**src/rtl/core/morse_char_to_pulses_top_defines.svh**
```systemverilog
// Assertion macros used by the Morse encoder RTL.
`ifndef MORSE_CHAR_TO_PULSES_TOP_DEFINES_SVH
`define MORSE_CHAR_TO_PULSES_TOP_DEFINES_SVH

// Check that a condition implies a consequence in the same cycle.
`define MCP_ASSERT_IMPLY(lbl, clk, rst_n, ante, cons, msg) \
  lbl: assert property (@(posedge clk) disable iff (!(rst_n)) (ante) |-> (cons)) \
    else $error(msg);

// Check that a condition implies a consequence in the next cycle.
`define MCP_ASSERT_NEXT(lbl, clk, rst_n, ante, cons, msg) \
  lbl: assert property (@(posedge clk) disable iff (!(rst_n)) (ante) |=> (cons)) \
    else $error(msg);

`endif

```
**src/rtl/core/mcp_pkg.sv**
```systemverilog
// Package: types, constants and pattern table of the Morse encoder.
`default_nettype none

package mcp_pkg;

  localparam int MAX_SYMBOLS = 7;
  localparam int PAT_W       = 7;
  localparam int LEN_W       = $clog2(MAX_SYMBOLS + 1);
  localparam int UNIT_W      = 16;
  localparam int DUR_W       = 18;
  localparam int CODE_W      = 8;

  localparam logic [UNIT_W-1:0] UNIT_RESET = UNIT_W'(300);

  typedef enum logic [1:0] {
    ST_IDLE,
    ST_LOOKUP,
    ST_EMIT
  } state_e;

  // Pattern entry: symbol count (0 = unmapped) and left-aligned symbols,
  // first symbol in the top bit, 1 = dah.
  typedef struct packed {
    logic [LEN_W-1:0] len;
    logic [PAT_W-1:0] dah;
  } entry_t;

  function automatic entry_t mk_entry(input int n, input logic [PAT_W-1:0] bits);
    entry_t e;
    int     m;
    m     = (n > MAX_SYMBOLS) ? MAX_SYMBOLS : n;
    e.len = LEN_W'(m);
    e.dah = bits;
    return e;
  endfunction

  // Character lookup table.
  function automatic entry_t morse_lookup(input logic [CODE_W-1:0] code);
    entry_t e;
    e = mk_entry(0, '0);
    case (code)
      "a":  e = mk_entry(2, 7'b0100000);
      "b":  e = mk_entry(4, 7'b1000000);
      "c":  e = mk_entry(4, 7'b1010000);
      "d":  e = mk_entry(3, 7'b1000000);
      "e":  e = mk_entry(1, 7'b0000000);
      "f":  e = mk_entry(4, 7'b0010000);
      "g":  e = mk_entry(3, 7'b1100000);
      "h":  e = mk_entry(4, 7'b0000000);
      "i":  e = mk_entry(2, 7'b0000000);
      "j":  e = mk_entry(4, 7'b0111000);
      "k":  e = mk_entry(3, 7'b1010000);
      "l":  e = mk_entry(4, 7'b0100000);
      "m":  e = mk_entry(2, 7'b1100000);
      "n":  e = mk_entry(2, 7'b1000000);
      "o":  e = mk_entry(3, 7'b1110000);
      "p":  e = mk_entry(4, 7'b0110000);
      "q":  e = mk_entry(4, 7'b1101000);
      "r":  e = mk_entry(3, 7'b0100000);
      "s":  e = mk_entry(3, 7'b0000000);
      "t":  e = mk_entry(1, 7'b1000000);
      "u":  e = mk_entry(3, 7'b0010000);
      "v":  e = mk_entry(4, 7'b0001000);
      "w":  e = mk_entry(3, 7'b0110000);
      "x":  e = mk_entry(4, 7'b1001000);
      "y":  e = mk_entry(4, 7'b1011000);
      "z":  e = mk_entry(4, 7'b1100000);
      " ":  e = mk_entry(1, 7'b0000000);
      "1":  e = mk_entry(5, 7'b0111100);
      "2":  e = mk_entry(5, 7'b0011100);
      "3":  e = mk_entry(5, 7'b0001100);
      "4":  e = mk_entry(5, 7'b0000100);
      "5":  e = mk_entry(5, 7'b0000000);
      "6":  e = mk_entry(5, 7'b1000000);
      "7":  e = mk_entry(5, 7'b1100000);
      "8":  e = mk_entry(5, 7'b1110000);
      "9":  e = mk_entry(5, 7'b1111000);
      "0":  e = mk_entry(5, 7'b1111100);
      ".":  e = mk_entry(6, 7'b0101010);
      ",":  e = mk_entry(6, 7'b1100110);
      "?":  e = mk_entry(6, 7'b0011000);
      "'":  e = mk_entry(6, 7'b0111100);
      "!":  e = mk_entry(6, 7'b1010110);
      "/":  e = mk_entry(5, 7'b1001000);
      "(":  e = mk_entry(5, 7'b1011000);
      ")":  e = mk_entry(6, 7'b1011010);
      "&":  e = mk_entry(5, 7'b0100000);
      ":":  e = mk_entry(6, 7'b1110000);
      ";":  e = mk_entry(6, 7'b1010100);
      "=":  e = mk_entry(5, 7'b1000100);
      "+":  e = mk_entry(5, 7'b0101000);
      "-":  e = mk_entry(6, 7'b1000010);
      "_":  e = mk_entry(6, 7'b0011010);
      "\"": e = mk_entry(6, 7'b0100100);
      "$":  e = mk_entry(7, 7'b0001001);
      "@":  e = mk_entry(6, 7'b0110100);
      default: e = mk_entry(0, '0);
    endcase
    return e;
  endfunction

endpackage

`default_nettype wire

```
**src/rtl/core/morse_char_to_pulses_top.sv**
```systemverilog
// Morse character encoder: pattern ROM, interval sequencer and output register.
//
// Usage:
//   Input channel: char_code_i with in_valid_i / in_stall_o. A word is taken
//   at a clock edge where in_valid_i is high and in_stall_o is low.
//   Output channel: led_on_o, duration_ticks_o, last_o with out_valid_o /
//   out_stall_i. Each word is one interval: on, then off, for every symbol;
//   last_o marks the final off interval of a character.
//   Config channel: cfg_unit_ticks_i with cfg_valid_i / cfg_ready_o sets the
//   unit length in ticks (0 acts as 1). Write it only while idle.
// Path: a taken character is read from the pattern ROM at the accepting edge;
//   the sequencer then loads from the ROM register, and the output register
//   loads from the sequencer once no stalled word is held there.
// Throughput: the sequencer issues one interval per cycle while the receiver
//   does not stall; an unmapped character yields no words.
// Reset: the unit length returns to 300 ticks and the block is idle.
// Stall: while out_stall_i is high with a valid word, the output register holds
//   it and the sequencer waits; a new character is taken only after the last
//   interval of the previous one has entered the output register.
`default_nettype none

module morse_char_to_pulses_top (
  input  wire logic                       clk_i,
  input  wire logic                       rst_ni,
  input  wire logic                       in_valid_i,
  output logic                            in_stall_o,
  input  wire logic [mcp_pkg::CODE_W-1:0] char_code_i,
  output logic                            out_valid_o,
  input  wire logic                       out_stall_i,
  output logic                            led_on_o,
  output logic [mcp_pkg::DUR_W-1:0]       duration_ticks_o,
  output logic                            last_o,
  input  wire logic                       cfg_valid_i,
  output logic                            cfg_ready_o,
  input  wire logic [mcp_pkg::UNIT_W-1:0] cfg_unit_ticks_i
);

  import mcp_pkg::*;

  `include "morse_char_to_pulses_top_defines.svh"

  state_e             state_q, state_d;
  entry_t             rom_q;
  logic [UNIT_W-1:0]  unit_q;
  logic [DUR_W-1:0]   dah_q;
  logic [PAT_W-1:0]   sym_q, sym_d;
  logic [LEN_W-1:0]   left_q, left_d;
  logic               off_q, off_d;
  logic               out_valid_q, out_valid_d;
  logic               led_q, led_d;
  logic [DUR_W-1:0]   dur_q, dur_d;
  logic               last_q, last_d;
  logic               in_acc;
  logic               advance;
  logic [UNIT_W-1:0]  cfg_unit;

  assign in_acc      = in_valid_i && !in_stall_o;
  assign advance     = !out_valid_q || !out_stall_i;
  assign cfg_ready_o = 1'b1;
  assign cfg_unit    = (cfg_unit_ticks_i == '0) ? UNIT_W'(1) : cfg_unit_ticks_i;

  // Hold unit length and the matching dah length.
  always_ff @(posedge clk_i or negedge rst_ni) begin
    if (!rst_ni) begin
      unit_q <= UNIT_RESET;
      dah_q  <= DUR_W'(UNIT_RESET) + {1'b0, UNIT_RESET, 1'b0};
    end else if (cfg_valid_i && cfg_ready_o) begin
      unit_q <= cfg_unit;
      dah_q  <= DUR_W'(cfg_unit) + {1'b0, cfg_unit, 1'b0};
    end
  end

  // Read the pattern ROM on each accepted character.
  always_ff @(posedge clk_i) begin
    if (in_acc) begin
      rom_q <= morse_lookup(char_code_i);
    end
  end

  // Sequencer and output registers.
  always_ff @(posedge clk_i or negedge rst_ni) begin
    if (!rst_ni) begin
      state_q     <= ST_IDLE;
      out_valid_q <= 1'b0;
      left_q      <= '0;
      off_q       <= 1'b0;
    end else begin
      state_q     <= state_d;
      out_valid_q <= out_valid_d;
      left_q      <= left_d;
      off_q       <= off_d;
    end
  end

  always_ff @(posedge clk_i) begin
    sym_q <= sym_d;
    led_q <= led_d;
    dur_q <= dur_d;
    last_q <= last_d;
  end

  // Next state and next interval.
  always_comb begin
    state_d     = state_q;
    sym_d       = sym_q;
    left_d      = left_q;
    off_d       = off_q;
    out_valid_d = out_valid_q && out_stall_i;
    led_d       = led_q;
    dur_d       = dur_q;
    last_d      = last_q;
    in_stall_o  = 1'b1;
    unique case (state_q)
      ST_IDLE: begin
        in_stall_o = 1'b0;
        if (in_valid_i) begin
          state_d = ST_LOOKUP;
        end
      end
      ST_LOOKUP: begin
        // Drop unmapped characters, else load the symbol shifter.
        if (rom_q.len == '0) begin
          state_d = ST_IDLE;
        end else begin
          sym_d   = rom_q.dah;
          left_d  = rom_q.len;
          off_d   = 1'b0;
          state_d = ST_EMIT;
        end
      end
      ST_EMIT: begin
        if (advance) begin
          out_valid_d = 1'b1;
          if (!off_q) begin
            led_d  = 1'b1;
            dur_d  = sym_q[PAT_W-1] ? dah_q : DUR_W'(unit_q);
            last_d = 1'b0;
            off_d  = 1'b1;
          end else begin
            led_d  = 1'b0;
            dur_d  = DUR_W'(unit_q);
            last_d = (left_q == LEN_W'(1));
            off_d  = 1'b0;
            sym_d  = {sym_q[PAT_W-2:0], 1'b0};
            left_d = left_q - LEN_W'(1);
            if (left_q == LEN_W'(1)) begin
              state_d = ST_IDLE;
            end
          end
        end
      end
      default: begin
        state_d = ST_IDLE;
      end
    endcase
  end

  assign out_valid_o      = out_valid_q;
  assign led_on_o         = led_q;
  assign duration_ticks_o = dur_q;
  assign last_o           = last_q;

  `MCP_ASSERT_IMPLY(a_emit_left, clk_i, rst_ni, state_q == ST_EMIT, left_q != '0, "empty emit")
  `MCP_ASSERT_NEXT(a_acc_lookup, clk_i, rst_ni, in_acc, state_q == ST_LOOKUP, "no lookup")
  `MCP_ASSERT_IMPLY(a_last_off, clk_i, rst_ni, out_valid_o && last_o, !led_on_o, "last is on")
  `MCP_ASSERT_IMPLY(a_dur_nz, clk_i, rst_ni, out_valid_o, duration_ticks_o != '0, "zero length")

endmodule

`default_nettype wire

```
**config.mk**
```make
export PLATFORM = sky130hd
export DESIGN_NAME = morse_char_to_pulses_top
export DESIGN_NICKNAME = d
export VERILOG_FILES = /design/src/rtl/core/mcp_pkg.sv /design/src/rtl/core/morse_char_to_pulses_top.sv
export VERILOG_INCLUDE_DIRS = /design/src /design/src/rtl/core
export SDC_FILE = /design/constraint.sdc
export NUM_CORES = 1
export LEC_CHECK = 0
export ABC_AREA = 1
export BUFFER_PORTS_ARGS = -buffer_cell sky130_fd_sc_hd__buf_2
export CAP_MARGIN = 10
export CORE_UTILIZATION = 35
export CTS_BUF_LIST = sky130_fd_sc_hd__clkbuf_16
export DETAILED_ROUTE_END_ITERATION = 10
export GPL_TIMING_DRIVEN = 1
export PLACE_DENSITY = 0.53
export SETUP_SLACK_MARGIN = 0.1
export SYNTH_ARGS = -nofsm -noshare
export SYNTH_HDL_FRONTEND = slang
export SYNTH_SLANG_ARGS = --single-unit
```
**constraint.sdc**
```tcl
create_clock -name clk_i -period 2.7 [get_ports clk_i]
set_input_delay 0 -clock clk_i [delete_from_list [all_inputs] [get_ports clk_i]]
set_output_delay 0 -clock clk_i [all_outputs]
set_load 0.05 [all_outputs]
```
==> results of run 1 <==
==> power groups by stage <==
| stage | logic, W | registers, W | clock network [W] |
|---|---|---|---|
| 2_1_floorplan | 0.000872 | 0.00210 | 0 |
| 3_3_place_gp | 0.00159 | 0.00181 | 0 |
| 3_5_place_dp | 0.00160 | 0.00183 | 0 |
| 4_1_cts | 0.00163 | 0.00181 | 0.00141 |
| 5_1_grt | 0.00181 | 0.00183 | 0.00146 |
| 6_report | 0.00161 | 0.00180 | 0.00138 |
==> layout make-up <==
cell class	count	area, µm²	area share
multi-input combinational	472	2450	0.410
clock buffer	9	225	0.0377
sequential	77	2120	0.355
inverter	105	397	0.0664
tap	180	225	0.0377
timing repair buffer	71	445	0.0745
clock inverter	7	114	0.0190
==> cell usage after synthesis, drive strengths merged <==
library cell and count:
a31oi 3, dfrtp 32, o22ai 1, o21a 1, o21ai 46, nand3b 4
o31ai 1, o211ai 2, fa 1, clkbuf 10, xor2 1, nand4 3
xnor2 3, o21bai 1, edfxtp 37, nor3 6, dfstp 8, nor2 47
nand2 232, a22oi 1, mux2 11, buf 10, nand3 39, conb 1
a21oi 27, or2 2, nor4 3, inv 105, ha 35, and2 1
==> stage by stage <==
step                      cells  area (µm²)  setup WS, ps  utilization  power (W)
after floorplan             674        5070           300            -    0.00298
after global placement      890        5490           210        0.392    0.00340
after detailed placement    890        5490           145        0.392    0.00343
after CTS                   921        5980           294        0.427    0.00485
after global routing        921        5980           113        0.427    0.00510
final                       921        5980           260        0.427    0.00478
==> layer usage <==
metal  vias up  share of wire
met4         0          0.020
met2        96           0.43
met1      2004           0.51
met3        18          0.041
li1       2261              -
met5         -              0
==> logic make-up (layout without fill, tap and decap cells) <==
logic type	count (synthesis)	after routing
flops	77	77
buf+inv	125	192
simple gates	337	337
xor+xnor	4	4
other cells	1	1
fa+ha+maj	36	36
compound gates	83	83
mux	11	11
==> how the worst min path moves through the flow <==
| stage | cells after the start | from | slack (ps) | endpoint |
|---|---|---|---|---|
| global route | 2 | char_code_i[7] | 30 | rom_q[2] |
| global placement | 1 | rst_ni | 200 | dah_q[11] |
| detailed placement | 1 | rst_ni | 210 | dah_q[10] |
| CTS | 3 | cfg_unit_ticks_i[7] | 7 | unit_q[7] |
| finish | 3 | cfg_unit_ticks_i[7] | 10 | unit_q[7] |
| floorplan | 0 | rst_ni | -300 | dah_q[10] |
==> repair_timing <==
item | CTS | global route
resized for setup | 0 | 0
hold buffers | 15 | 0
setup buffers | 0 | 0
hold endpoints to repair | 46 | 0
==> worst reg2reg max path: stages (launching register included) <==
cell     delay [ps]
dfrtp_1         360
inv_1            80
nand2_1         200
o21ai_1         200
inv_1            70
nor2_2          440
==> registers in the layout, summed over array words and instances, names as in the netlist <==
name,count
dah_q,17
duration_ticks_o,18
last_o,1
led_on_o,1
left_q,3
off_q,1
out_valid_o,1
rom_q,10
state_q,2
sym_q,7
unit_q,16
==> results.md, run 1 <==
* Ant diodes at 0
* Pre-antenna DRT Iters at 5
* Wire length of the first global-routing pass at 21.0 mm
* Compound-Gate Fraction of Synth Area at 0.0883
* Vias per inst at 4.75
* Initial antenna violation count at 0
* Top post-synthesis cells by area: edfxtp_1, nand2_1, dfrtp_1
* Max incr delay on CP at ~530 ps
* CTS tree: yes
* Critical path arrival at 2660 ps
* Num ports at between 50 and 60
* Dominant cell type by area after synthesis: edfxtp_1
* Mux cell area share after synthesis at 0.0244
* Grt met2 use at 0.276
* Leak Pwr at 3.09 nW
* CP Depth at 16
* YS warnings at 0
* Post-detail-place hpwl at between 9 and 10 mm
* Most common cell after layout, fill and taps aside: nand2_1
* Share of total power in the clock network at 0.288
* Met3 usage at 0.0307
* Cell-internal power at 0.00306 W
* Synth unique cells at 39
* Synth top area share at 0.219
* Final hold slack at approximately 11 ps
* Unrepaired setup endpoints after global routing: no
* Seq cells post-synth at 77
* Outcome: completed
* Tot GR Track Use at 0.182
* Final setup viols at 0
* Cells on worst reg2reg path at 5
* Worst setup path category: in2reg
* Clock Sinks at 77
* Met1 usage at 0.255
* CP max-delay cell: dlygate4sd3_1
* Seq/Total Area, Yosys at 0.418
* Max Slew Vio Count at 0
* Critical path's most frequent cell: nand2_1
* Sw frac at 0.360
* Cell chain of the critical path: dlygate4sd3_1 -> buf_2 -> nor2_1 -> nand2_1 -> buf_4 -> nand2_1 -> inv_1 -> ha_1 -> nand2_1 -> inv_1 -> nand2_1 -> nand2_1 -> a21oi_1 -> nand3_1 -> nand3_1 -> nand2_1
* Headroom to the max-slew limit at 0.350
* # Max-Cap Violations at 0
* Reg2reg end: sym_q[4]
* Crit path max-delay family: buffers and inverters
* Die Area at 15000 µm²
* Synth Instances at ~670
* PD cells at 801 nW/µm²
* Most frequent cells in the layout: nand2_1, inv_1, buf_2
* Highest clock rate at 0.410 GHz
* Layout cell share with drive strength beyond 1 at 0.138
* Net Sw Power at between 0.0015 and 0.002 W
* Worst skew pair latency at 340 ps
* Fin Setup TNS at 0 ps
* Routed Antenna Nets at 0
* Post-Route WL at 12.5 mm
* Worst hold path type: in2reg
* Max Clock Skew at between 8 and 9 ps
* Worst-path clk slew at approximately 50 ps
* Comb power frac at 0.336
* Vias at 4379
* TritonCTS buffer count at 9
* Worst setup startpoint: cfg_unit_ticks_i[1]
* Filler instances at 1455
* Syn nets at 739
* Initial Utilization at 0.363
* Tmin final at between 2000 and 2500 ps
* XOR/XNOR share of the synthesized area at 0.00691
* Die Y at between 100 and 150 µm
* Worst Setup Start Kind: input port
* Area delta synth->final at 17.8%
* Worst-Margin Slew at 975 ps
* Worst setup path end: dah_q[16]
* Reg2Reg Setup Slack at 980 ps
* Largest net degree at the start of global routing at 51
* Core Region at 14000 µm²
* Syn Std Cell Area at 5070 µm²
* Deepest clock path buffer count at 2
* WL/cell at around 14 µm
* Post-Synth Adder-Cell Area at 0.0903
* Maximum vdd ir drop at 0.000416 V
* RR Startpoint: state_q[0]
* Cell Rows at 43
* Busiest layer in global routing: met2
* Seq pwr share at 0.376
* DRC at 0
* Final Cycle Share at 0.904
* Required @ worst endpoint at slightly below 3000 ps
* Worst Setup End Kind: flip-flop
* H-tree Lvls at 3
* Initial drt markers at just under 400
* Buffer type at the clock tree root: clkbuf_16
* Critical path buffers and inverters at 5
* Placer Congestion at between 0.9 and 1
* Avg Inst Size Synth at 7.53 µm²
* Simple-gate share of the synthesized area at 0.270
* Largest family of logic cells by synthesized area: simple AND/OR/NAND/NOR gates
* Vias in the first global route at 4314
* Worst Path Max Fanout at 11
* # port buffers at 50
* Final #Nets at 801
* Die W at ~120 µm
* Final Hold Vio Count at 0
* Gr ovfl total at 0
(Power assumes the default switching activity.)
==> run 2, diff against run 1 <==
--- a/config.mk
+++ b/config.mk
@@ -13,7 +13,7 @@
 export CTS_BUF_LIST = sky130_fd_sc_hd__clkbuf_16
 export DETAILED_ROUTE_END_ITERATION = 10
 export GPL_TIMING_DRIVEN = 1
-export PLACE_DENSITY = 0.53
+export PLACE_DENSITY = 0.55
 export SETUP_SLACK_MARGIN = 0.1
 export SYNTH_ARGS = -nofsm -noshare
 export SYNTH_HDL_FRONTEND = slang
==> constraint.sdc (replaced) <==
create_clock -name clk_i -period 2 [get_ports clk_i]
set_input_delay 0 -clock clk_i [delete_from_list [all_inputs] [get_ports clk_i]]
set_output_delay 0 -clock clk_i [all_outputs]
set_load 0.05 [all_outputs]
==> run 2 against run 1 <==
Largest power group unchanged; flip-flop and latch count is the same; via count grew 3.5%; register-to-register slack lost 630 ps; power grew 32%; die area is the same; critical path type unchanged; worst hold slack gained 18 ps; wire length grew 4.6%; critical endpoint is now dah_q[15].
==> results.md, run 2 (synthesis gave the netlist of run 1 again) <==
* Final Cycle Share at 0.902
* Post-Route WL at 13.1 mm
* Vias in the first global route at 4285
* Core Region at ~14000 µm²
* Gr ovfl total at 0
* Cell Rows at 43
* Worst Setup End Kind: flip-flop
* Post-detail-place hpwl at 9.55 mm
* Unrepaired setup endpoints after global routing: no
* Outcome: completed
* Clock Sinks at 77
* Routed Antenna Nets at 0
* Vias at between 4000 and 5000
* Area delta synth->final at 28.7%
* Placed insts at slightly above 900
* Filler instances at 1403
* Maximum vdd ir drop at 0.000678 V
* Layout cell share with drive strength beyond 1 at 0.302
* Worst-path clk slew at around 60 ps
* Cell chain of the critical path: buf_2 -> inv_2 -> ha_4 -> nand3_2 -> nor3_2 -> nand2_2 -> buf_8 -> nand2_4 -> inv_2 -> ha_4 -> nand2_4 -> inv_2 -> nand2_2 -> nor3_2 -> nand2_2 -> nand2_2 -> nand2_2 -> nand3_2 -> nand2_1
* DRC at 0
* Placer Congestion at 0.901
* CTS tree: yes
* Worst setup path category: in2reg
* Initial Utilization at 0.363
* Max reg flops at 18
* Power Total at 0.00630 W
* Critical path's most frequent cell: nand2_2
* Tot GR Track Use at 0.178
* Die W at around 120 µm
* Worst hold path type: in2reg
* Max Slew Vio Count at 0
* Wire length of the first global-routing pass at 20.7 mm
* Worst Path Max Fanout at 7
* Pre-antenna DRT Iters at 4
* Final Hold Vio Count at 0
* Worst Setup Start Kind: input port
* PD cells at between 900 and 1000 nW/µm²
* Post-Layout Cell Count at 958
* Initial drt markers at 452
* Leak Pwr at 3.27 nW
* Required @ worst endpoint at roughly 2200 ps
* Fin Setup TNS at 0 ps
* Initial antenna violation count at 0
* Most common cell after layout, fill and taps aside: nand2_1
* Largest net degree at the start of global routing at 41
* # Max-Cap Violations at 0
* Deepest clock path buffer count at 2
* Num ports at 52
* Vias per inst at 4.73
* TritonCTS buffer count at 9
* Die Area at 15000 µm²
* Max Clock Skew at 9.02 ps
* Highest clock rate at 0.554 GHz
* # port buffers at 50
* Most frequent cells in the layout: nand2_1, inv_1, buf_4
* H-tree Lvls at 3
* Critical path arrival at 2020 ps
* Buffer type at the clock tree root: clkbuf_16
* Final setup viols at 0
* Headroom to the max-slew limit at 0.346
* WL/cell at 13.6 µm
* Max incr delay on CP at 310 ps
* Final #Nets at about 840
* Tmin final at 1800 ps
* Ant diodes at 0
* Die Y at 122 µm
* Worst skew pair latency at 330 ps
* Worst-Margin Slew at 981 ps
* CP max-delay cell: ha_4
## run 2: changes by cell type in the layout (fill, tap and decap cells not counted), moves of 6 or more
cell	delta
a21oi_2	+6
nand2_1	-36
buf_4	+47
inv_2	+19
ha_1	-11
nand2_2	+28
nand2_4	+8
dlygate4sd3_1	-12
ha_4	+9
inv_1	-19
a21oi_1	-6
## run 2: metal layers
metal,vias to the layer above,part of all wire,GRT usage
met5,-,0,0
met3,16,0.040,0.0260
met1,2077,0.49,0.250
met4,0,0.018,0.0678
li1,2344,-,-
met2,95,0.45,0.277
## run 2: power by group
| group | leakage [nW] | internal (W) | switching, W | total [W] |
|---|---|---|---|---|
| registers | 0.824 | 0.00227 | 0.000164 | 0.00243 |
| clock network | 0.130 | 0.000832 | 0.000641 | 0.00147 |
| logic | 2.31 | 0.000790 | 0.00161 | 0.00240 |
| total | 3.27 | 0.00389 | 0.00241 | 0.00630 |
## run 2: layout make-up
cell class | instances | area, µm² | share of cell area
multi-input combinational | 472 | 2770 | 0.424
clock buffer | 9 | 225 | 0.0345
inverter | 105 | 402 | 0.0615
clock inverter | 7 | 43.8 | 0.00671
timing repair buffer | 108 | 739 | 0.113
tap | 180 | 225 | 0.0345
sequential | 77 | 2120 | 0.325
## run 2: worst paths after layout
path | startpoint | to | slack (ps) | cells past startpoint
min in group asynchronous | rst_ni | unit_q[9] | 370 | 2
min | char_code_i[7] | rom_q[2] | 30 | 2
max reg2reg | state_q[1] | rom_q[8] | 350 | 4
max | cfg_unit_ticks_i[12] | dah_q[15] | 200 | 19
min reg2reg | unit_q[0] | duration_ticks_o[0] | 460 | 0
max in group asynchronous | rst_ni | left_q[1] | 1010 | 2
## run 2: worst max-delay path: cells and delay by family
kind | cells | cell delay [ps]
buf+inv | 5 | 460
simple gates | 12 | 1120
fa+ha+maj | 2 | 440
## run 2: stage by stage
| step | worst slack (ps) | util | hold WS, ps | area [µm²] |
|---|---|---|---|---|
| floorplan | 128 | - | -296 | 5090 |
| global placement | -312 | 0.416 | 198 | 5820 |
| detailed placement | -356 | 0.416 | 202 | 5820 |
| CTS | 109 | 0.440 | 23.9 | 6150 |
| global route | 60.2 | 0.467 | 31.9 | 6530 |
| finish | 196 | 0.467 | 29.2 | 6530 |
## run 2: what timing repair did
| item | 4_1_cts | 5_1_grt |
|---|---|---|
| resized for setup | 6 | 107 |
| pin swaps | 0 | 28 |
| endpoints found under the setup margin | 5 | 13 |
| hold buffers | 3 | 0 |
| cloned | 0 | 1 |
| hold endpoints to repair | 34 | 0 |
| setup buffers | 0 | 5 |
==> run 3, diff against run 2 <==
--- a/config.mk
+++ b/config.mk
@@ -8,9 +8,9 @@
 export LEC_CHECK = 0
 export ABC_AREA = 1
 export BUFFER_PORTS_ARGS = -buffer_cell sky130_fd_sc_hd__buf_2
-export CAP_MARGIN = 10
+export CAP_MARGIN = 20
 export CORE_UTILIZATION = 35
-export CTS_BUF_LIST = sky130_fd_sc_hd__clkbuf_16
+export CTS_BUF_LIST = sky130_fd_sc_hd__clkbuf_2
 export DETAILED_ROUTE_END_ITERATION = 10
 export GPL_TIMING_DRIVEN = 1
 export PLACE_DENSITY = 0.55
==> run 3 against run 2 <==
Power fell by 12%; count of clock-buffer cells in the layout rose by 2; worst hold slack improved by 59 ps; critical path depth fell by 9; die area did not move; register-to-register slack barely moved; setup slack got worse by 60 ps.
==> results.md, run 3 (synthesis gave the netlist of run 1 again) <==
* Die W at 122 µm
* Area delta synth->final at 25.2%
* Comb power frac at 0.426
* Worst setup path category: in2reg
* Tot GR Track Use at 0.185
* H-tree Lvls at 3
* Worst-path clk slew at 230 ps
* TritonCTS buffer count at 9
* Maximum vdd ir drop at 0.000526 V
* Final #Nets at 868
* Gr ovfl total at 0
* Most common cell after layout, fill and taps aside: nand2_1
* Max Clock Skew at 24.8 ps
* Layout cell share with drive strength beyond 1 at 0.191
* Outcome: completed
* Setup ws final at 137 ps
* Max reg flops at 18
* Net Sw Power at 0.00230 W
* Worst hold path type: in2reg
* # port buffers at 50
* Placer Congestion at 0.901
* Num ports at 52
* Initial Utilization at 0.363
* Sw frac at 0.417
* Setup Slack @ Placement at -356 ps
* Worst Setup End Kind: flip-flop
* Share of total power in the clock network at 0.136
* Buffer type at the clock tree root: clkbuf_2
* Vias at 4638
* DRC at 0
* Placed insts at 933
* Die Area at 15000 µm²
* Cell Rows at 43
* Vias per inst at 4.69
* Tmin final at about 1900 ps
* Cell-internal power at between 0.003 and 0.004 W
* Placed inst area at between 5000 and 6000 µm²
* Worst-Margin Slew at 955 ps
* CTS tree: yes
* Ant diodes at 0
* WL/cell at 13.1 µm
* Max Slew Vio Count at 0
* Worst skew pair latency at around 520 ps
* Clock Sinks at 77
* Pre-antenna DRT Iters at 7
* Deepest clock path buffer count at 2
* Post-Layout Cell Count at approximately 1000
* Post-Route WL at 12.9 mm
* Final instance area at 6350 µm²
* Wire length of the first global-routing pass at 21.4 mm
* Final Cycle Share at 0.932
* # Max-Cap Violations at 0
* Headroom to the max-slew limit at 0.363
* Routed Antenna Nets at 0
* Die Y at 122 µm
* Most frequent cells in the layout: nand2_1, inv_1, buf_2
* Worst Setup Start Kind: input port
* Critical path arrival at 2270 ps
* Post-detail-place hpwl at 9.55 mm
* Unrepaired setup endpoints after global routing: yes
* Initial drt markers at 473
* Leak Pwr at ~3.3 nW
* Seq pwr share at 0.439
* Initial antenna violation count at 0
* PD cells at a little under 900 nW/µm²
* Final setup viols at 0
* Worst Path Max Fanout at 6
* Required @ worst endpoint at between 2000 and 2500 ps
* Final Hold Vio Count at 0
* Power Total at 0.00552 W
* Vias in the first global route at 4474
* Final core area utilization at 0.454
* Core Region at 14000 µm²
* Largest net degree at the start of global routing at 41
* Highest clock rate at 0.537 GHz
==> run 3: through the flow <==
stage	hold slack (ps)	TNS (ps)
global placement	198	-2730
detailed placement	202	-3020
finish	87.8	0
floorplan	-296	0
CTS	34.3	0
global route	84.5	0
==> run 3: area by class of cell <==
| type | count | area, µm² |
|---|---|---|
| clock buffers | 11 | 55.1 |
| clock inverters | 5 | 36.3 |
| fillers | 1435 | 7630 |
| inverters | 105 | 397 |
| multi-input cells | 472 | 2510 |
| flip-flops and latches | 77 | 2120 |
| well taps | 180 | 225 |
| repair buffers | 138 | 1010 |
==> run 3: repair_timing <==
action,CTS,global route
hold buffers,39,0
gates resized for setup,0,8
setup endpoints to repair,0,4
hold endpoints to repair,78,0
setup buffers,0,0
==> run 3: path summary, 6_finish.rpt <==
path,from,end,slack (ps),cells after the start
max in group asynchronous,rst_ni,left_q[1],1260,2
hold / removal,cfg_unit_ticks_i[7],dah_q[7],90,6
min in group asynchronous,rst_ni,unit_q[9],120,2
setup reg to reg,state_q[1],rom_q[7],340,4
hold reg to reg,unit_q[5],unit_q[5],500,2
setup / recovery,char_code_i[1],rom_q[2],140,10
==> run 3: critical path: stages <==
cell,delay [ps]
dlygate4sd3_1,530
buf_2,170
inv_1,160
ha_2,250
nand2_1,110
o21ai_1,130
o21bai_2,130
o211ai_2,110
a21oi_2,140
dlygate4sd3_1,540
==> run 3: power by group through the flow <==
stage	Sequential [W]	Combinational [W]	Clock [W]
finish	0.00242	0.00235	0.000749
global placement	0.00245	0.00226	0
floorplan	0.00284	0.00122	0
global route	0.00247	0.00263	0.000841
detailed placement	0.00246	0.00228	0
CTS	0.00243	0.00236	0.000782
==> run 3: layer usage <==
metal	up-vias	routed length, µm	GRT usage
met5	-	0	0
met4	0	263	0.0732
met3	19	487	0.0293
met2	105	5730	0.286
met1	2121	6420	0.256
li1	2393	-	-
